[src/design/battery_voltage_monitor_macros.svh]
// ---------------------------------------------------------------------------
// Assertion macros for the battery voltage monitor
// Shared concurrent assertion forms, clocked and disabled during reset.
// ---------------------------------------------------------------------------
`ifndef BATTERY_VOLTAGE_MONITOR_MACROS_SVH
`define BATTERY_VOLTAGE_MONITOR_MACROS_SVH

// Consequent must hold in the same cycle as the antecedent.
`define BVM_ASSERT_IMP(lbl, clk, rst, ante, cons) \
  lbl: assert property (@(posedge clk) disable iff (rst) (ante) |-> (cons)) \
    else $error("bvm: same-cycle check failed");

// Consequent must hold in the cycle after the antecedent.
`define BVM_ASSERT_NEXT(lbl, clk, rst, ante, cons) \
  lbl: assert property (@(posedge clk) disable iff (rst) (ante) |=> (cons)) \
    else $error("bvm: next-cycle check failed");

// Condition must never be true.
`define BVM_ASSERT_NEVER(lbl, clk, rst, cond) \
  lbl: assert property (@(posedge clk) disable iff (rst) !(cond)) \
    else $error("bvm: forbidden condition seen");

`endif

[src/design/bvm_pkg.sv]
// ---------------------------------------------------------------------------
// bvm_pkg
// Types, widths and constants shared by the battery voltage monitor files.
// ---------------------------------------------------------------------------
`timescale 1ns / 1ps
`default_nettype none

package bvm_pkg;

  localparam int ADC_W      = 12;
  localparam int MV_W       = 18;
  localparam int CELLS_W    = 5;
  localparam int RATIO_W    = 14;
  localparam int CHARGE_W   = 14;
  localparam int COUNT_W    = 32;
  localparam int CFG_IDX_W  = 3;
  localparam int CFG_DATA_W = 18;

  // Serial arithmetic unit widths.
  localparam int MUL_A_W   = 18;
  localparam int MUL_B_W   = 14;
  localparam int PROD_W    = 32;
  localparam int DIV_NUM_W = 32;
  localparam int DIV_DEN_W = 18;

  localparam logic [ADC_W-1:0]    ADC_MAX         = 12'd4095;
  localparam logic [MUL_B_W-1:0]  PIN_REF_MV      = 14'd3300;
  localparam logic [MUL_B_W-1:0]  FULL_HUNDREDTHS = 14'd10000;
  localparam logic [MV_W-1:0]     MV_MAX          = 18'd262143;

  // Configuration register indexes.
  localparam logic [CFG_IDX_W-1:0] REG_CELL_COUNT  = 3'd0;
  localparam logic [CFG_IDX_W-1:0] REG_EMPTY_MV    = 3'd1;
  localparam logic [CFG_IDX_W-1:0] REG_FULL_MV     = 3'd2;
  localparam logic [CFG_IDX_W-1:0] REG_CRITICAL_MV = 3'd3;
  localparam logic [CFG_IDX_W-1:0] REG_RATIO_Q8    = 3'd4;

  // Configuration reset values.
  localparam logic [CELLS_W-1:0] CELL_COUNT_RST  = 5'd4;
  localparam logic [MV_W-1:0]    EMPTY_MV_RST    = 18'd13200;
  localparam logic [MV_W-1:0]    FULL_MV_RST     = 18'd16800;
  localparam logic [MV_W-1:0]    CRITICAL_MV_RST = 18'd12800;
  localparam logic [RATIO_W-1:0] RATIO_Q8_RST    = 14'd2816;

  typedef enum logic [2:0] {
    S_COLLECT,
    S_AVG_DIV,
    S_PIN_MUL,
    S_PACK_MUL,
    S_CELL_DIV,
    S_CHG_MUL,
    S_CHG_DIV,
    S_EMIT
  } seq_state_t;

  // Status of a serial arithmetic unit.
  typedef struct packed {
    logic busy;
    logic done;
  } unit_stat_t;

endpackage

`default_nettype wire

[src/design/bvm_ifs.sv]
// ---------------------------------------------------------------------------
// Battery monitor channels
// Valid/ready channels for samples, reports and register writes.
// ---------------------------------------------------------------------------
`timescale 1ns / 1ps
`default_nettype none

interface bvm_sample_if;
  import bvm_pkg::*;
  logic             valid;
  logic             ready;
  logic [ADC_W-1:0] adc_sample;
  modport source (output valid, output adc_sample, input ready);
  modport sink   (input valid, input adc_sample, output ready);
endinterface

interface bvm_report_if;
  import bvm_pkg::*;
  logic                valid;
  logic                ready;
  logic [ADC_W-1:0]    avg_raw;
  logic [MV_W-1:0]     pack_mv;
  logic [MV_W-1:0]     per_cell_mv;
  logic [CHARGE_W-1:0] charge_hundredths;
  logic                is_critical;
  logic                is_low;
  logic                is_ok;
  logic [COUNT_W-1:0]  report_count;
  logic [COUNT_W-1:0]  critical_count;
  modport source (output valid, output avg_raw, output pack_mv, output per_cell_mv,
                  output charge_hundredths, output is_critical, output is_low,
                  output is_ok, output report_count, output critical_count,
                  input ready);
  modport sink   (input valid, input avg_raw, input pack_mv, input per_cell_mv,
                  input charge_hundredths, input is_critical, input is_low,
                  input is_ok, input report_count, input critical_count,
                  output ready);
endinterface

interface bvm_cfg_if;
  import bvm_pkg::*;
  logic                  valid;
  logic                  ready;
  logic [CFG_IDX_W-1:0]  index;
  logic [CFG_DATA_W-1:0] data;
  modport source (output valid, output index, output data, input ready);
  modport sink   (input valid, input index, input data, output ready);
endinterface

`default_nettype wire

[src/design/battery_voltage_monitor.sv]
// ---------------------------------------------------------------------------
// battery_voltage_monitor
// Averages raw converter samples and reports pack voltage and charge state.
// ---------------------------------------------------------------------------
// Samples of 0 and of full scale are dropped from the sum but still count
// toward the group of SAMPLE_COUNT. The sample that closes a group starts
// the report computation, and no sample is taken until that report has been
// loaded into the output register. The computation runs on one bit-serial
// multiplier (one multiplier bit a cycle) and one bit-serial divider (one
// quotient bit a cycle): average, pin millivolts, pack millivolts, per-cell
// millivolts and, when the pack lies strictly between the empty and full
// levels, the charge product and quotient; otherwise the charge is clamped
// to 0 or 10000. The report is loaded once the last step is done and the
// output register is free. A finished report waits in the output register
// while the next group collects. Register writes are taken in any cycle
// and are used at the next report.
`timescale 1ns / 1ps
`default_nettype none
`include "battery_voltage_monitor_macros.svh"

module battery_voltage_monitor #(
  parameter int SAMPLE_COUNT = 16
) (
  input wire logic    clk,
  input wire logic    rst,
  bvm_sample_if.sink  sample,
  bvm_report_if.source report,
  bvm_cfg_if.sink     cfg
);
  import bvm_pkg::*;

  // The sum of a full group of in-range samples must fit without wrapping.
  localparam int SUM_W = $clog2(SAMPLE_COUNT * 4094 + 1);
  localparam int IDX_W = $clog2(SAMPLE_COUNT);

  // Configuration registers.
  logic [CELLS_W-1:0] cell_count;
  logic [MV_W-1:0]    empty_mv;
  logic [MV_W-1:0]    full_mv;
  logic [MV_W-1:0]    critical_mv;
  logic [RATIO_W-1:0] divider_ratio_q8;

  // Group accumulation.
  logic [IDX_W-1:0]   sample_index;
  logic [SUM_W-1:0]   accepted_sum;
  logic [SUM_W-1:0]   sum_total;
  logic [ADC_W-1:0]   sample_add;
  logic               sample_take;
  logic               group_end;

  // Report working registers.
  seq_state_t         state;
  seq_state_t         state_next;
  logic [ADC_W-1:0]   avg_raw;
  logic [MV_W-1:0]    pack_mv;
  logic [MV_W-1:0]    pack_sat;
  logic [MV_W-1:0]    per_cell_mv;
  logic [CHARGE_W-1:0] charge;
  logic [COUNT_W-1:0] reports_seen;
  logic [COUNT_W-1:0] criticals_seen;
  logic               is_critical;
  logic               is_low;
  logic               is_ok;
  logic               charge_zero;
  logic               charge_full;

  // Output register.
  logic               out_valid;
  logic               out_load;

  // Serial units.
  logic                 mul_start;
  logic [MUL_A_W-1:0]   mul_a;
  logic [MUL_B_W-1:0]   mul_b;
  logic [PROD_W-1:0]    mul_prod;
  unit_stat_t           mul_stat;
  logic                 div_start;
  logic [DIV_NUM_W-1:0] div_num;
  logic [DIV_DEN_W-1:0] div_den;
  logic [DIV_NUM_W-1:0] div_quo;
  unit_stat_t           div_stat;
  logic [CELLS_W-1:0]   cells_div;

  bvm_serial_mul u_mul (
    .clk   (clk),
    .rst   (rst),
    .start (mul_start),
    .a     (mul_a),
    .b     (mul_b),
    .prod  (mul_prod),
    .stat  (mul_stat)
  );

  bvm_serial_div u_div (
    .clk   (clk),
    .rst   (rst),
    .start (div_start),
    .num   (div_num),
    .den   (div_den),
    .quo   (div_quo),
    .stat  (div_stat)
  );

  // ---- Configuration writes --------------------------------------------
  // Writes are always taken; an index past the last register is dropped.
  assign cfg.ready = 1'b1;

  always_ff @(posedge clk) begin
    if (rst) begin
      cell_count       <= CELL_COUNT_RST;
      empty_mv         <= EMPTY_MV_RST;
      full_mv          <= FULL_MV_RST;
      critical_mv      <= CRITICAL_MV_RST;
      divider_ratio_q8 <= RATIO_Q8_RST;
    end else if (cfg.valid) begin
      unique case (cfg.index)
        REG_CELL_COUNT:  cell_count       <= cfg.data[CELLS_W-1:0];
        REG_EMPTY_MV:    empty_mv         <= cfg.data[MV_W-1:0];
        REG_FULL_MV:     full_mv          <= cfg.data[MV_W-1:0];
        REG_CRITICAL_MV: critical_mv      <= cfg.data[MV_W-1:0];
        REG_RATIO_Q8:    divider_ratio_q8 <= cfg.data[RATIO_W-1:0];
        default: begin
        end
      endcase
    end
  end

  // ---- Sample accumulation ---------------------------------------------
  // Readings at either rail are treated as outliers and add nothing.
  assign sample_take = sample.valid && sample.ready;
  assign sample_add  = ((sample.adc_sample != '0) && (sample.adc_sample != ADC_MAX))
                       ? sample.adc_sample : '0;
  assign sum_total   = accepted_sum + SUM_W'(sample_add);
  assign group_end   = (sample_index == IDX_W'(SAMPLE_COUNT - 1));

  always_ff @(posedge clk) begin
    if (rst) begin
      sample_index <= '0;
      accepted_sum <= '0;
    end else if (sample_take) begin
      if (group_end) begin
        sample_index <= '0;
        accepted_sum <= '0;
      end else begin
        sample_index <= sample_index + IDX_W'(1);
        accepted_sum <= sum_total;
      end
    end
  end

  // ---- Report datapath --------------------------------------------------
  // The pack value is the Q8 product shifted down by eight; any bit above
  // the 18-bit range means it saturates.
  assign pack_sat    = (|mul_prod[PROD_W-1:MV_W+8]) ? MV_MAX : mul_prod[MV_W+7:8];
  assign cells_div   = (cell_count == '0) ? CELLS_W'(1) : cell_count;
  assign charge_zero = (pack_mv <= empty_mv);
  assign charge_full = (pack_mv >= full_mv);
  assign is_critical = (pack_mv <= critical_mv);
  assign is_low      = (pack_mv <= empty_mv);
  assign is_ok       = (pack_mv > empty_mv) && (pack_mv <= full_mv);
  assign out_load    = (state == S_EMIT) && (!out_valid || report.ready);

  // ---- Sequencer: next state -------------------------------------------
  always_comb begin
    state_next = state;
    unique case (state)
      S_COLLECT:  if (sample_take && group_end) state_next = S_AVG_DIV;
      S_AVG_DIV:  if (div_stat.done) state_next = S_PIN_MUL;
      S_PIN_MUL:  if (mul_stat.done) state_next = S_PACK_MUL;
      S_PACK_MUL: if (mul_stat.done) state_next = S_CELL_DIV;
      S_CELL_DIV: begin
        if (div_stat.done) begin
          state_next = (charge_zero || charge_full) ? S_EMIT : S_CHG_MUL;
        end
      end
      S_CHG_MUL:  if (mul_stat.done) state_next = S_CHG_DIV;
      S_CHG_DIV:  if (div_stat.done) state_next = S_EMIT;
      S_EMIT:     if (out_load) state_next = S_COLLECT;
      default:    state_next = S_COLLECT;
    endcase
  end

  // ---- Sequencer: unit launches ----------------------------------------
  // Each step starts the next unit in the cycle where the previous one
  // reports done, straight from its held result.
  always_comb begin
    sample.ready = 1'b0;
    mul_start    = 1'b0;
    mul_a        = '0;
    mul_b        = '0;
    div_start    = 1'b0;
    div_num      = '0;
    div_den      = '0;
    unique case (state)
      S_COLLECT: begin
        sample.ready = 1'b1;
        div_start    = sample_take && group_end;
        div_num      = DIV_NUM_W'(sum_total);
        div_den      = DIV_DEN_W'(SAMPLE_COUNT);
      end
      S_AVG_DIV: begin
        mul_start = div_stat.done;
        mul_a     = MUL_A_W'(div_quo[ADC_W-1:0]);
        mul_b     = PIN_REF_MV;
      end
      S_PIN_MUL: begin
        mul_start = mul_stat.done;
        mul_a     = MUL_A_W'(mul_prod[2*ADC_W-1:ADC_W]);
        mul_b     = MUL_B_W'(divider_ratio_q8);
      end
      S_PACK_MUL: begin
        div_start = mul_stat.done;
        div_num   = DIV_NUM_W'(pack_sat);
        div_den   = DIV_DEN_W'(cells_div);
      end
      S_CELL_DIV: begin
        mul_start = div_stat.done && !charge_zero && !charge_full;
        mul_a     = pack_mv - empty_mv;
        mul_b     = FULL_HUNDREDTHS;
      end
      S_CHG_MUL: begin
        div_start = mul_stat.done;
        div_num   = mul_prod;
        div_den   = full_mv - empty_mv;
      end
      S_CHG_DIV, S_EMIT: begin
      end
      default: begin
      end
    endcase
  end

  always_ff @(posedge clk) begin
    if (rst) begin
      state <= S_COLLECT;
    end else begin
      state <= state_next;
    end
  end

  // ---- Working registers -----------------------------------------------
  always_ff @(posedge clk) begin
    if ((state == S_AVG_DIV) && div_stat.done) begin
      avg_raw <= div_quo[ADC_W-1:0];
    end
    if ((state == S_PACK_MUL) && mul_stat.done) begin
      pack_mv <= pack_sat;
    end
    if ((state == S_CELL_DIV) && div_stat.done) begin
      per_cell_mv <= div_quo[MV_W-1:0];
      if (charge_zero) begin
        charge <= '0;
      end else if (charge_full) begin
        charge <= FULL_HUNDREDTHS;
      end
    end
    if ((state == S_CHG_DIV) && div_stat.done) begin
      charge <= div_quo[CHARGE_W-1:0];
    end
  end

  // ---- Report counters and output register -----------------------------
  always_ff @(posedge clk) begin
    if (rst) begin
      reports_seen   <= '0;
      criticals_seen <= '0;
      out_valid      <= 1'b0;
    end else begin
      if (out_load) begin
        reports_seen <= reports_seen + COUNT_W'(1);
        if (is_critical) begin
          criticals_seen <= criticals_seen + COUNT_W'(1);
        end
        out_valid <= 1'b1;
      end else if (report.ready) begin
        out_valid <= 1'b0;
      end
    end
  end

  always_ff @(posedge clk) begin
    if (out_load) begin
      report.avg_raw           <= avg_raw;
      report.pack_mv           <= pack_mv;
      report.per_cell_mv       <= per_cell_mv;
      report.charge_hundredths <= charge;
      report.is_critical       <= is_critical;
      report.is_low            <= is_low;
      report.is_ok             <= is_ok;
      report.report_count      <= reports_seen + COUNT_W'(1);
      report.critical_count    <= criticals_seen + COUNT_W'(is_critical);
    end
  end

  assign report.valid = out_valid;

  // ---- Checks -----------------------------------------------------------
  // The multiplier and divider are chained, never run together.
  `BVM_ASSERT_NEVER(a_units_exclusive, clk, rst, mul_stat.busy && div_stat.busy)
  // A divider result only arrives in a state that waits for one.
  `BVM_ASSERT_IMP(a_div_done_state, clk, rst, div_stat.done,
    (state == S_AVG_DIV) || (state == S_CELL_DIV) || (state == S_CHG_DIV))
  // A loaded report carries the updated report counter.
  `BVM_ASSERT_NEXT(a_count_follows, clk, rst, out_load,
    report.valid && (report.report_count == reports_seen))
  // Charge never leaves its clamped range.
  `BVM_ASSERT_IMP(a_charge_range, clk, rst, report.valid,
    report.charge_hundredths <= FULL_HUNDREDTHS)

endmodule

`default_nettype wire

[src/design/bvm_serial_mul.sv]
// ---------------------------------------------------------------------------
// bvm_serial_mul
// Shift-and-add multiplier, one multiplier bit per cycle.
// ---------------------------------------------------------------------------
`timescale 1ns / 1ps
`default_nettype none

module bvm_serial_mul (
  input  wire logic                         clk,
  input  wire logic                         rst,
  input  wire logic                         start,
  input  wire logic [bvm_pkg::MUL_A_W-1:0]  a,
  input  wire logic [bvm_pkg::MUL_B_W-1:0]  b,
  output logic      [bvm_pkg::PROD_W-1:0]   prod,
  output bvm_pkg::unit_stat_t               stat
);
  import bvm_pkg::*;

  localparam int CNT_W = $clog2(MUL_B_W + 1);

  logic [PROD_W-1:0]  mcand;
  logic [MUL_B_W-1:0] mplier;
  logic [CNT_W-1:0]   count;
  logic               done;

  always_ff @(posedge clk) begin
    if (rst) begin
      count <= '0;
      done  <= 1'b0;
    end else begin
      done <= (count == CNT_W'(1));
      if (start) begin
        count <= CNT_W'(MUL_B_W);
      end else if (count != '0) begin
        count <= count - CNT_W'(1);
      end
    end
  end

  always_ff @(posedge clk) begin
    if (start) begin
      mcand  <= PROD_W'(a);
      mplier <= b;
      prod   <= '0;
    end else if (count != '0) begin
      if (mplier[0]) begin
        prod <= prod + mcand;
      end
      mcand  <= {mcand[PROD_W-2:0], 1'b0};
      mplier <= {1'b0, mplier[MUL_B_W-1:1]};
    end
  end

  assign stat.busy = (count != '0);
  assign stat.done = done;

endmodule

`default_nettype wire

[src/design/bvm_serial_div.sv]
// ---------------------------------------------------------------------------
// bvm_serial_div
// Restoring divider, one quotient bit per cycle, most significant first.
// ---------------------------------------------------------------------------
`timescale 1ns / 1ps
`default_nettype none

module bvm_serial_div (
  input  wire logic                           clk,
  input  wire logic                           rst,
  input  wire logic                           start,
  input  wire logic [bvm_pkg::DIV_NUM_W-1:0]  num,
  input  wire logic [bvm_pkg::DIV_DEN_W-1:0]  den,
  output logic      [bvm_pkg::DIV_NUM_W-1:0]  quo,
  output bvm_pkg::unit_stat_t                 stat
);
  import bvm_pkg::*;

  localparam int CNT_W = $clog2(DIV_NUM_W + 1);

  logic [DIV_DEN_W-1:0] rem;
  logic [DIV_DEN_W-1:0] divisor;
  logic [CNT_W-1:0]     count;
  logic                 done;
  logic [DIV_DEN_W:0]   trial;
  logic                 fits;

  // The quotient register shifts the numerator out at the top while
  // quotient bits come in at the bottom.
  assign trial = {rem, quo[DIV_NUM_W-1]};
  assign fits  = (trial >= {1'b0, divisor});

  always_ff @(posedge clk) begin
    if (rst) begin
      count <= '0;
      done  <= 1'b0;
    end else begin
      done <= (count == CNT_W'(1));
      if (start) begin
        count <= CNT_W'(DIV_NUM_W);
      end else if (count != '0) begin
        count <= count - CNT_W'(1);
      end
    end
  end

  always_ff @(posedge clk) begin
    if (start) begin
      quo     <= num;
      divisor <= den;
      rem     <= '0;
    end else if (count != '0) begin
      if (fits) begin
        rem <= DIV_DEN_W'(trial - {1'b0, divisor});
      end else begin
        rem <= trial[DIV_DEN_W-1:0];
      end
      quo <= {quo[DIV_NUM_W-2:0], fits};
    end
  end

  assign stat.busy = (count != '0);
  assign stat.done = done;

endmodule

`default_nettype wire
[src/flat_wrapper.sv]
// flat-port wrapper written by rule: the top's interface ports become plain ports
module battery_voltage_monitor_flat import bvm_pkg::*;
#(
  parameter int SAMPLE_COUNT = 16
)
  (clk, rst, sample_valid, sample_adc_sample, sample_ready, report_valid, report_avg_raw, report_pack_mv, report_per_cell_mv, report_charge_hundredths, report_is_critical, report_is_low, report_is_ok, report_report_count, report_critical_count, report_ready, cfg_valid, cfg_index, cfg_data, cfg_ready);
  bvm_sample_if sample_i ();
  bvm_report_if report_i ();
  bvm_cfg_if cfg_i ();
  input wire logic clk;
  input wire logic rst;
  input wire logic [$bits(sample_i.valid)-1:0] sample_valid;
  input wire logic [$bits(sample_i.adc_sample)-1:0] sample_adc_sample;
  output wire logic [$bits(sample_i.ready)-1:0] sample_ready;
  output wire logic [$bits(report_i.valid)-1:0] report_valid;
  output wire logic [$bits(report_i.avg_raw)-1:0] report_avg_raw;
  output wire logic [$bits(report_i.pack_mv)-1:0] report_pack_mv;
  output wire logic [$bits(report_i.per_cell_mv)-1:0] report_per_cell_mv;
  output wire logic [$bits(report_i.charge_hundredths)-1:0] report_charge_hundredths;
  output wire logic [$bits(report_i.is_critical)-1:0] report_is_critical;
  output wire logic [$bits(report_i.is_low)-1:0] report_is_low;
  output wire logic [$bits(report_i.is_ok)-1:0] report_is_ok;
  output wire logic [$bits(report_i.report_count)-1:0] report_report_count;
  output wire logic [$bits(report_i.critical_count)-1:0] report_critical_count;
  input wire logic [$bits(report_i.ready)-1:0] report_ready;
  input wire logic [$bits(cfg_i.valid)-1:0] cfg_valid;
  input wire logic [$bits(cfg_i.index)-1:0] cfg_index;
  input wire logic [$bits(cfg_i.data)-1:0] cfg_data;
  output wire logic [$bits(cfg_i.ready)-1:0] cfg_ready;
  assign sample_i.valid = sample_valid;
  assign sample_i.adc_sample = sample_adc_sample;
  assign sample_ready = sample_i.ready;
  assign report_valid = report_i.valid;
  assign report_avg_raw = report_i.avg_raw;
  assign report_pack_mv = report_i.pack_mv;
  assign report_per_cell_mv = report_i.per_cell_mv;
  assign report_charge_hundredths = report_i.charge_hundredths;
  assign report_is_critical = report_i.is_critical;
  assign report_is_low = report_i.is_low;
  assign report_is_ok = report_i.is_ok;
  assign report_report_count = report_i.report_count;
  assign report_critical_count = report_i.critical_count;
  assign report_i.ready = report_ready;
  assign cfg_i.valid = cfg_valid;
  assign cfg_i.index = cfg_index;
  assign cfg_i.data = cfg_data;
  assign cfg_ready = cfg_i.ready;
  battery_voltage_monitor #(.SAMPLE_COUNT(SAMPLE_COUNT)) u_core (.clk(clk), .rst(rst), .sample(sample_i), .report(report_i), .cfg(cfg_i));
endmodule
[config.mk]
export PLATFORM = sky130hd
export DESIGN_NAME = battery_voltage_monitor_flat
export DESIGN_NICKNAME = d
export VERILOG_FILES = /design/src/design/bvm_pkg.sv /design/src/design/bvm_ifs.sv /design/src/design/battery_voltage_monitor.sv /design/src/design/bvm_serial_mul.sv /design/src/design/bvm_serial_div.sv /design/src/flat_wrapper.sv
export VERILOG_INCLUDE_DIRS = /design/src /design/src/design
export SDC_FILE = /design/constraint.sdc
export NUM_CORES = 1
export LEC_CHECK = 0
export ABC_AREA = 1
export BUFFER_PORTS_ARGS = -buffer_cell sky130_fd_sc_hd__buf_2
export CORE_ASPECT_RATIO = 1.2
export CORE_UTILIZATION = 39
export CTS_BUF_LIST = sky130_fd_sc_hd__clkbuf_2
export CTS_CLUSTER_DIAMETER = 100
export DETAILED_ROUTE_END_ITERATION = 8
export PLACE_DENSITY_LB_ADDON = 0.1
export SETUP_SLACK_MARGIN = 0.3
export SYNTH_ARGS = -nofsm -noshare
export SYNTH_HDL_FRONTEND = slang
export SYNTH_SLANG_ARGS = --single-unit
[constraint.sdc]
create_clock -name clk -period 3.7 [get_ports clk]
set_input_delay 0.185 -clock clk [delete_from_list [all_inputs] [get_ports clk]]
set_output_delay 0.185 -clock clk [all_outputs]
set_load 0.05 [all_outputs]
==> flow_summary.toml, run 1 <==
[outcome]
status = "finished clean"

[logic_synthesis]
synth_edf_count = 273
yosysTopAreaCellShare_pct = 29.6
synth_common_cells = "826 x nand2_1, 440 x inv_1, 348 x nor2_1"
synth_area_leaders = "edfxtp_1 30%, dfxtp_1 17%, nand2_1 11%"
ys_warn_count = 0
syn-num-nets = 3652
synth_area_per_cell_um2 = 7.99
yosysTopAreaCell = "edfxtp_1"
synth_flop_cell = "edfxtp_1"
synth.distinct_cells = 56
synth_area_um2 = 27700
synthesis.instances = 3470
synthArstFlopShare_pct = 0
synth_seq_cells = 510
synth_most_common_cell = "nand2_1"
seq_area_frac_synth_pct = 46.7

[finish]
final_nets = 4007
drive_gt1_share_pct = 12.9
multi_input_area_um2 = 12700
area_growth_pct = 15.7
stdcell_area_um2 = 32100
n_fill_cell = 7180
regArea_um2 = 12900

[drt]
ant_nets = 0
drtIter0Drc = 1671
dr.pass1.iters = 5
vias_per_cell = 5.00
routed_wl_um = 88500
wl_per_cell_um = 18.2
drc_errors = 0
num_vias = 24300

[die]
core_area_um2 = 70000
die-area_um2 = 72200
ios = 170
die_w_um = 245
rows = 106
initial_core_util_pct = 39.6
die_height_um = 294

[clock_network]
cts_buffers = 138
clock_sinks = 510
cts.htree.levels = 4
insertion_delay_ns = 1.38
clkTransAtPathRegs_ns = 0.09
clockBufferDepth = 3
cts_tree = "done"
cts-root-buf = "clkbuf_2"

[sta]
worst_clock_skew_ns = 0.110
fin_crit_ns = 3.60
max_slew_margin_pct = 27.0
finalCritPeriodShare_pct = 97.4
setup-tns-final_ns = 0
slew_viol_final = 0
hold_viol = 0
max_freq_mhz = 278
rsz0062_at_grt = "true"
tightest_slew_ns = 1.09
setup_viol = 0

[min_path]
hold_start = "sample_adc_sample[5]"
holdPathStages = 8
min_path_type = "input pin to flip-flop"
min_to = "u_core.accepted_sum[5]$_SDFFE_PP0P_"

[critical_path]
crit_type = "input pin to flip-flop"
worstSetupStartpoint = "sample_adc_sample[6]"
path_common_cell = "dlygate4sd3_1"
worst_setup_path_end_kind = "flip-flop"
path_cells = "dlygate4sd3_1, buf_2, dlygate4sd3_1, inv_1, nand4_1, nor3_1, nand4_1, o21ai_2, buf_4, nor2_1, ha_1, dlygate4sd3_1, a21oi_2, dlygate4sd3_1, nand2_1, a21oi_2, or2_2, nand3_1, dlygate4sd3_1, a21oi_1"
path_max_fanout = 5
r2r_cells = 10
critPathSlowestCell = "dlygate4sd3_1"
r2r_slack_ns = 0.62
arrival_ns = 4.83
worstPathRequired_ns = 4.93
rr_endpoint = "u_core.accepted_sum[9]$_SDFFE_PP0P_"
cpPeakStageDelay_ns = 0.60
r2r-start = "u_core.accepted_sum[8]$_SDFFE_PP0P_"
critPathLaunchType = "input pin"

[run]
maxCapViolCount = 0

[global_route]
grtUsageTotal_pct = 24.7
grt_pass1_wl_um = 136000
globalRouteOverflowTotal = 0
grt_antenna_before_repair = 6
grt_pass1_vias = 23900
grt_max_degree = 73

[power]
p_leak_nw = 14.2
combPwrFrac_pct = 33.3
p_int_w = 0.0105
vdd_drop_max_mv = 0.304
pwr-share-seq_pct = 42.5
finalPower_w = 0.0175
clockPowerShare_pct = 24.3
power.density_nw_per_um2 = 546
swShare_pct = 40.2
p_sw_w = 0.00704

[placement]
placedInstanceArea_um2 = 29600
dp_hpwl_um = 65100
io_buffer_count = 168
routabilityCongestion = 0.929
## how the worst max path moves through the flow
stage                                            endpoint  slack (ns)  cells after the start
2_1_floorplan         u_core.u_mul.mcand[0]$_SDFFCE_PN0P_        0.47                      8
3_3_place_gp   u_core.report.critical_count[23]$_DFFE_PP_        0.47                     14
3_5_place_dp   u_core.report.critical_count[23]$_DFFE_PP_        0.39                     14
4_1_cts               u_core.accepted_sum[7]$_SDFFE_PP0P_        0.32                     21
5_1_grt               u_core.accepted_sum[9]$_SDFFE_PP0P_        0.09                     20
6_report              u_core.accepted_sum[9]$_SDFFE_PP0P_         0.1                     20
## critical path, delay by kind of cell
kind	cells	cell delay, ns
AOI/OAI and AO/OA	4	0.49
adders and majority gates	1	0.19
buffers and inverters	8	3.28
and+or+nand+nor	7	0.68
## cells in the final DEF, fill, tap and decap left out, types with 12 or more instances in the layout
| master | netlist | final |
|---|---|---|
| or2_2 | 19 | 19 |
| inv_1 | 440 | 439 |
| edfxtp_1 | 273 | 273 |
| ha_1 | 139 | 135 |
| xor2_1 | 94 | 94 |
| o21bai_1 | 23 | 23 |
| buf_4 | 8 | 35 |
| clkbuf_2 | 0 | 204 |
| clkinv_1 | 1 | 32 |
| buf_2 | 23 | 167 |
| nand2_1 | 826 | 822 |
| dlygate4sd3_1 | 0 | 103 |
| nor3_1 | 49 | 48 |
| o211ai_1 | 12 | 12 |
| nand3b_1 | 13 | 13 |
| nor2_1 | 348 | 346 |
| nand4_1 | 37 | 37 |
| o21ai_0 | 181 | 179 |
| o21ai_1 | 13 | 14 |
| nand3_1 | 250 | 249 |
| xnor2_1 | 18 | 18 |
| a21oi_1 | 285 | 281 |
| dfxtp_1 | 237 | 237 |
## repair_timing
action,CTS,global route
endpoints found under the hold margin,337,0
setup buffers,0,1
setup endpoints to repair,1,21
hold buffers,108,0
gates resized for setup,1,20
gates cloned,0,1
pin swaps,0,1
## final cells by class
cell class / count / area share [%]
well taps: 918 / 3.58
inverters: 452 / 5.31
diodes: 4 / 0.0312
multi-input cells: 2414 / 39.7
clock inverters: 53 / 0.979
clock buffers: 204 / 3.18
flip-flops and latches: 510 / 40.3
repair buffers: 309 / 6.89
## cell families (layout without fill, tap and decap cells)
| kind of cell | count (synthesis) | count (layout) | synth area share [%] |
|---|---|---|---|
| DFF | 510 | 510 | 46.7 |
| AOI/OAI and AO/OA | 578 | 578 | 11.4 |
| other | 1 | 5 | 0.0135 |
| and+or+nand+nor | 1579 | 1579 | 24.0 |
| adders and majority gates | 144 | 144 | 6.63 |
| xor gates and xnor gates | 112 | 112 | 3.54 |
| buffers and inverters | 546 | 1018 | 7.75 |
## state kept, by name (all words and copies together) (netlist names), 32 cells and up
signal	flops
u_core.criticals_seen	32
u_core.report.critical_count	32
u_core.report.report_count	32
u_core.reports_seen	32
u_core.u_div.quo	32
u_core.u_mul.mcand	32
u_core.u_mul.prod	32
## power groups by stage
stage	sequential (W)	combinational, W	clock (W)
after floorplan	0.00726	0.00422	0
after global placement	0.00755	0.00568	0
after detailed placement	0.00755	0.00568	0
after CTS	0.00743	0.00586	0.00442
after global routing	0.00750	0.00661	0.00471
final	0.00744	0.00583	0.00426
## metrics by stage
stage	setup slack (ns)	utilization (%)	std cells	hold WS, ns
5_1_grt	0.0871	45.8	4864	0.235
2_1_floorplan	0.469	-	3470	0.298
3_3_place_gp	0.467	42.3	4498	0.401
3_5_place_dp	0.389	42.3	4498	0.405
6_report	0.0967	45.8	4864	0.272
4_1_cts	0.319	45.7	4863	0.0225
## routing by layer
metal | vias up | global-route usage [%] | wire, µm
met2 | 598 | 43.3 | 43700
li1 | 12300 | - | -
met1 | 11200 | 30.1 | 38400
met5 | - | 0 | 26
met3 | 157 | 4.58 | 3840
met4 | 4 | 8.35 | 2530
(Power assumes the default switching activity.)
==> run 2, diff against run 1 <==
==> constraint.sdc (replaced) <==
create_clock -name clk -period 3.4 [get_ports clk]
set_input_delay 0.17 -clock clk [delete_from_list [all_inputs] [get_ports clk]]
set_output_delay 0.17 -clock clk [all_outputs]
set_load 0.05 [all_outputs]
==> flow_summary.toml, run 2 (same netlist as run 1, synthesis figures left out) <==
[power]
combPwrFrac_pct = 33.0
swShare_pct = 39.6
pwr-share-seq_pct = 42.4
clockPowerShare_pct = 24.6
p_int_w = 0.0115
finalPower_w = 0.0191
vdd_drop_max_mv = 0.401
p_leak_nw = 14.2
p_sw_w = 0.00757
power.density_nw_per_um2 = 594

[global_route]
grt_antenna_before_repair = 4
grt_pass1_vias = 23700
globalRouteOverflowTotal = 0
grtUsageTotal_pct = 24.4
grt_max_degree = 73
grt_pass1_wl_um = 135000

[finish]
final_cell_mix = "824 x nand2_1, 439 x inv_1, 343 x nor2_1"
n_fill_cell = 7220
final_nets = 4021
drive_gt1_share_pct = 13.4
area_growth_pct = 16.1
final_common_cell = "nand2_1"

[drt]
routed_wl_um = 87400
drtIter0Drc = 1540
ant_nets = 0
dr.pass1.iters = 8
vias_per_cell = 4.99
drc_errors = 0
wl_per_cell_um = 17.9
num_vias = 24300

[critical_path]
critPathLaunchType = "input pin"
worst_setup_path_end_kind = "flip-flop"
r2r_slack_ns = 0.44
path_cells = "dlygate4sd3_1, buf_2, inv_1, nand4_1, nor3_1, nand4_1, o21ai_4, buf_6, nor2_1, dlygate4sd3_1, ha_4, nand2_1, a21oi_1, nor2_1, nand2_1, a21oi_2, xnor2_1, dlygate4sd3_1, nand2_1, a21oi_1"
crit_type = "input pin to flip-flop"
arrival_ns = 4.12
critPathSlowestCell = "dlygate4sd3_1"
crit_buf_inv = 6
worstPathRequired_ns = 4.38
path_max_fanout = 7
path_delay_family = "buffers and inverters"
cpPeakStageDelay_ns = 0.59

[sta]
worst_clock_skew_ns = 0.175
max_slew_margin_pct = 33.7
fin_crit_ns = 3.14
slew_viol_final = 0
setup-tns-final_ns = 0
rsz0062_at_grt = "true"
finalCritPeriodShare_pct = 92.2
tightest_slew_ns = 0.995
max_freq_mhz = 319
setup_viol = 0
hold_viol = 0

[clock_network]
cts.htree.levels = 4
clkTransAtPathRegs_ns = 0.10
cts_tree = "done"
clockBufferDepth = 3
cts-root-buf = "clkbuf_2"
insertion_delay_ns = 1.41
clock_sinks = 510
cts_buffers = 140
cts_setup_buffers = 0

[outcome]
status = "finished clean"

[placement]
io_buffer_count = 168
routabilityCongestion = 0.944
dp_hpwl_um = 64300

[die]
die_height_um = 294
initial_core_util_pct = 39.6
core_area_um2 = 70000
die-area_um2 = 72200
die_w_um = 245
ios = 170
rows = 106

[run]
maxCapViolCount = 0

[min_path]
min_path_type = "input pin to flip-flop"
## run 2: changes by cell type in the layout (fill, tap and decap cells not counted), moves of 4 or more
cell,previous run,this run
inv_6,6,2
buf_4,35,50
dlygate4sd3_1,103,97
clkinv_2,7,3
clkbuf_2,204,218
clkinv_1,32,22
## run 2: repair_timing
action                                 in CTS  in global routing
cloned                                      0                  0
setup endpoints to repair                   2                 66
pin swaps                                   0                  1
resized for setup                           2                 18
hold buffers                               99                  0
endpoints found under the hold margin     234                  0
## run 2: final timing paths
kind / startpoint / end / cells after the start
max: sample_adc_sample[5] / u_core.u_div.quo[11]$_DFFE_PP_ / 20
min: cfg_valid / u_core.cell_count[1]$_SDFFE_PP0P_ / 6
max reg2reg: u_core.pack_mv[12]$_DFFE_PP_ / u_core.u_mul.mcand[3]$_DFFE_PP_ / 11
min reg2reg: u_core.per_cell_mv[8]$_DFFE_PP_ / u_core.report.per_cell_mv[8]$_DFFE_PP_ / 0
## run 2: through the flow
stage	hold WS [ns]	utilization (%)	instance area, µm²	std cells	setup slack, ns
6_report	0.222	46.0	32200	4872	0.265
5_1_grt	0.198	46.0	32200	4871	0.229
4_1_cts	0.0241	45.9	32100	4872	0.314
3_5_place_dp	0.405	42.5	29800	4518	0.229
3_3_place_gp	0.403	42.5	29800	4518	0.315
2_1_floorplan	0.283	-	27700	3470	0.318
## run 2: final cells by class
cell class	instances	area (µm²)	area share [%]
sequential	510	12900	40.2
antenna	2	5.00	0.0156
timing repair buffer	321	2300	7.16
multi-input combinational	2414	12700	39.6
tap	918	1150	3.57
clock buffer	218	1090	3.39
clock inverter	37	256	0.797
inverter	452	1710	5.30
## run 2: routing by layer
metal	vias up	track usage (%)	wire length, µm
met2	617	42.2	42900
li1	12300	-	-
met5	-	0	13
met3	169	4.00	4130
met4	2	9.41	2680
met1	11200	30.1	37700
## run 2: power by group through the flow
stage	clock, W	combinational (W)	sequential (W)
floorplan	0	0.00459	0.00790
global placement	0	0.00614	0.00823
detailed placement	0	0.00614	0.00823
CTS	0.00489	0.00631	0.00810
global route	0.00519	0.00717	0.00818
finish	0.00470	0.00630	0.00811
## run 2: worst reg2reg max path: stages (launching register included)
cell,delay [ns]
edfxtp_1,0.42
buf_4,0.19
ha_1,0.39
nand2_1,0.10
o21ai_0,0.27
a21oi_1,0.18
a21boi_2,0.34
nand3_2,0.15
nand2_4,0.10
inv_1,0.10
nand2_1,0.12
buf_12,0.22
==> run 3, diff against run 2 <==
--- a/config.mk
+++ b/config.mk
@@ -10,9 +10,10 @@
 export BUFFER_PORTS_ARGS = -buffer_cell sky130_fd_sc_hd__buf_2
 export CORE_ASPECT_RATIO = 1.2
 export CORE_UTILIZATION = 39
-export CTS_BUF_LIST = sky130_fd_sc_hd__clkbuf_2
+export CTS_BUF_LIST = sky130_fd_sc_hd__clkbuf_16
 export CTS_CLUSTER_DIAMETER = 100
 export DETAILED_ROUTE_END_ITERATION = 8
+export GPL_TIMING_DRIVEN = 0
 export PLACE_DENSITY_LB_ADDON = 0.1
 export SETUP_SLACK_MARGIN = 0.3
 export SYNTH_ARGS = -nofsm -noshare
==> flow_summary.toml, run 3 (same netlist as run 1, synthesis figures left out) <==
[outcome]
status = "finished clean"

[power]
combPwrFrac_pct = 31.2
vdd_drop_max_mv = 0.423
power.density_nw_per_um2 = 631
p_int_w = 0.0128
finalPower_w = 0.0204
p_leak_nw = 14.1
clockPowerShare_pct = 28.9
swShare_pct = 37.5
p_sw_w = 0.00766
pwr-share-seq_pct = 39.9

[sta]
slew_viol_final = 0
tightest_slew_ns = 1.14
max_slew_margin_pct = 24.1
rsz0062_at_grt = "true"
hold_viol = 0
worst_clock_skew_ns = 0.0266
setup_viol = 0
max_freq_mhz = 338
fin_crit_ns = 2.96
holdWs_ns = 0.101
finalCritPeriodShare_pct = 87.1

[global_route]
grtUsageTotal_pct = 24.8
grt_max_degree = 81
grt_antenna_before_repair = 1
globalRouteOverflowTotal = 0
grt_pass1_vias = 22700
grt_pass1_wl_um = 136000

[min_path]
min_to = "u_core.empty_mv[7]$_SDFFE_PP1P_"
min_path_type = "input pin to flip-flop"
hold_start = "cfg_index[2]"
holdPathStages = 6

[critical_path]
r2r_slack_ns = 0.44
arrival_ns = 3.32
critPathLaunchType = "flip-flop"
path_cells = "buf_4, buf_4, ha_1, nand2_1, o21ai_0, a21oi_2, a21boi_4, nand3_4, buf_6, buf_2, nand3_1, nand2_1"
r2r-start = "u_core.pack_mv[13]$_DFFE_PP_"
worst_setup_path_end_kind = "flip-flop"
critPathSlowestCell = "ha_1"
worstPathRequired_ns = 3.76
r2r_cells = 12
rr_endpoint = "u_core.u_mul.mplier[8]$_DFFE_PP_"
path_max_fanout = 10
cpPeakStageDelay_ns = 0.41
crit_type = "flip-flop to flip-flop"
path_delay_family = "buffers and inverters"
crit_buf_inv = 4

[drt]
drc_errors = 0
dr.pass1.iters = 7
ant_nets = 0
num_vias = 24200
vias_per_cell = 5.12
wl_per_cell_um = 19.1
drtIter0Drc = 1634
routed_wl_um = 90400

[placement]
placedInstanceArea_um2 = 29800
dp_hpwl_um = 69000
dpl.cell_count = 4559
io_buffer_count = 168
routabilityCongestion = 0.930

[die]
core_area_um2 = 70000
ios = 170
die_w_um = 245
initial_core_util_pct = 39.6
rows = 106
die_height_um = 294
die-area_um2 = 72200

[run]
maxCapViolCount = 0

[clock_network]
clockBufferDepth = 3
cts_tree = "done"
clkTransAtPathRegs_ns = 0.06
cts.htree.levels = 2
cts-root-buf = "clkbuf_16"
clock_sinks = 510
cts_buffers = 56
insertion_delay_ns = 0.64

[finish]
final_cell_mix = "822 x nand2_1, 448 x inv_1, 337 x nor2_1"
regArea_um2 = 12900
antenna_cells = 0
multi_input_area_um2 = 12900
drive_gt1_share_pct = 11.1
n_fill_cell = 7105
utilization_pct = 46.2
stdcell_area_um2 = 32400
final_common_cell = "nand2_1"
area_growth_pct = 16.7
final_nets = 3952
finalNonFillerCells = 4736
==> run 3: cell types whose count changed in the layout (fill, tap and decap cells not counted), moves of 9 or more <==
cell and change:
clkinv_2 +10, clkbuf_1 +47, clkbuf_2 -218, dlygate4sd3_1 -73
buf_1 +10, buf_2 +23, inv_1 +9, clkbuf_16 +57
==> run 3: power by group through the flow <==
| stage | registers [W] | clock network [W] | logic (W) |
|---|---|---|---|
| floorplan | 0.00790 | 0 | 0.00459 |
| global placement | 0.00827 | 0 | 0.00625 |
| finish | 0.00815 | 0.00591 | 0.00638 |
| detailed placement | 0.00827 | 0 | 0.00628 |
| global route | 0.00820 | 0.00627 | 0.00718 |
| CTS | 0.00814 | 0.00603 | 0.00637 |
==> run 3: per-layer routing <==
layer / GRT usage [%] / routed length (µm) / vias up
li1: - / - / 12100
met1: 31.0 / 37800 / 11300
met2: 44.2 / 44800 / 670
met3: 2.98 / 5000 / 147
met4: 7.33 / 2810 / 2
met5: 0 / 8 / -
==> run 3: cell type report <==
| cell class | instances | area share (%) |
|---|---|---|
| buffer | 94 | 1.48 |
| multi-input combinational | 2416 | 39.7 |
| tap | 918 | 3.55 |
| sequential | 510 | 40.0 |
| clock inverter | 50 | 1.08 |
| clock buffer | 56 | 4.33 |
| timing repair buffer | 240 | 4.56 |
| inverter | 452 | 5.26 |
==> run 3: what timing repair did <==
action / CTS / global route
gates resized for setup: 34 / 17
hold buffers: 24 / 0
pin swaps: 6 / 7
setup endpoints to repair: 156 / 93
gates cloned: 2 / 0
hold endpoints to repair: 72 / 0
buffers inserted: 34 / 11
==> run 3: worst max-delay path by stage <==
stage                                            start  depth (start not counted)  slack [ns]                                         end
after floorplan           u_core.state[2]$_SDFFE_PP0P_                          5        0.32          u_core.report.avg_raw[0]$_DFFE_PP_
after global placement    u_core.pack_mv[17]$_DFFE_PP_                         15       -1.09  u_core.report.critical_count[23]$_DFFE_PP_
after detailed placement  u_core.pack_mv[17]$_DFFE_PP_                         15       -1.08  u_core.report.critical_count[23]$_DFFE_PP_
after CTS                 u_core.pack_mv[15]$_DFFE_PP_                         16        0.24  u_core.report.critical_count[23]$_DFFE_PP_
after global routing      u_core.pack_mv[11]$_DFFE_PP_                         17        0.27  u_core.report.critical_count[23]$_DFFE_PP_
final                     u_core.pack_mv[13]$_DFFE_PP_                         12        0.44            u_core.u_mul.mplier[8]$_DFFE_PP_
==> run 3: through the flow <==
step / setup WS [ns] / setup TNS (ns)
6_report: 0.438 / 0
5_1_grt: 0.267 / 0
4_1_cts: 0.242 / 0
3_5_place_dp: -1.08 / -47.06
3_3_place_gp: -1.09 / -194.85
2_1_floorplan: 0.318 / 0
==> run 3: tightest hold or removal path: cells and delay by family <==
family                 cells  cell delay, ns
buffers and inverters      1            0.11
and+or+nand+nor            4            0.31
AOI/OAI and AO/OA          1            0.07
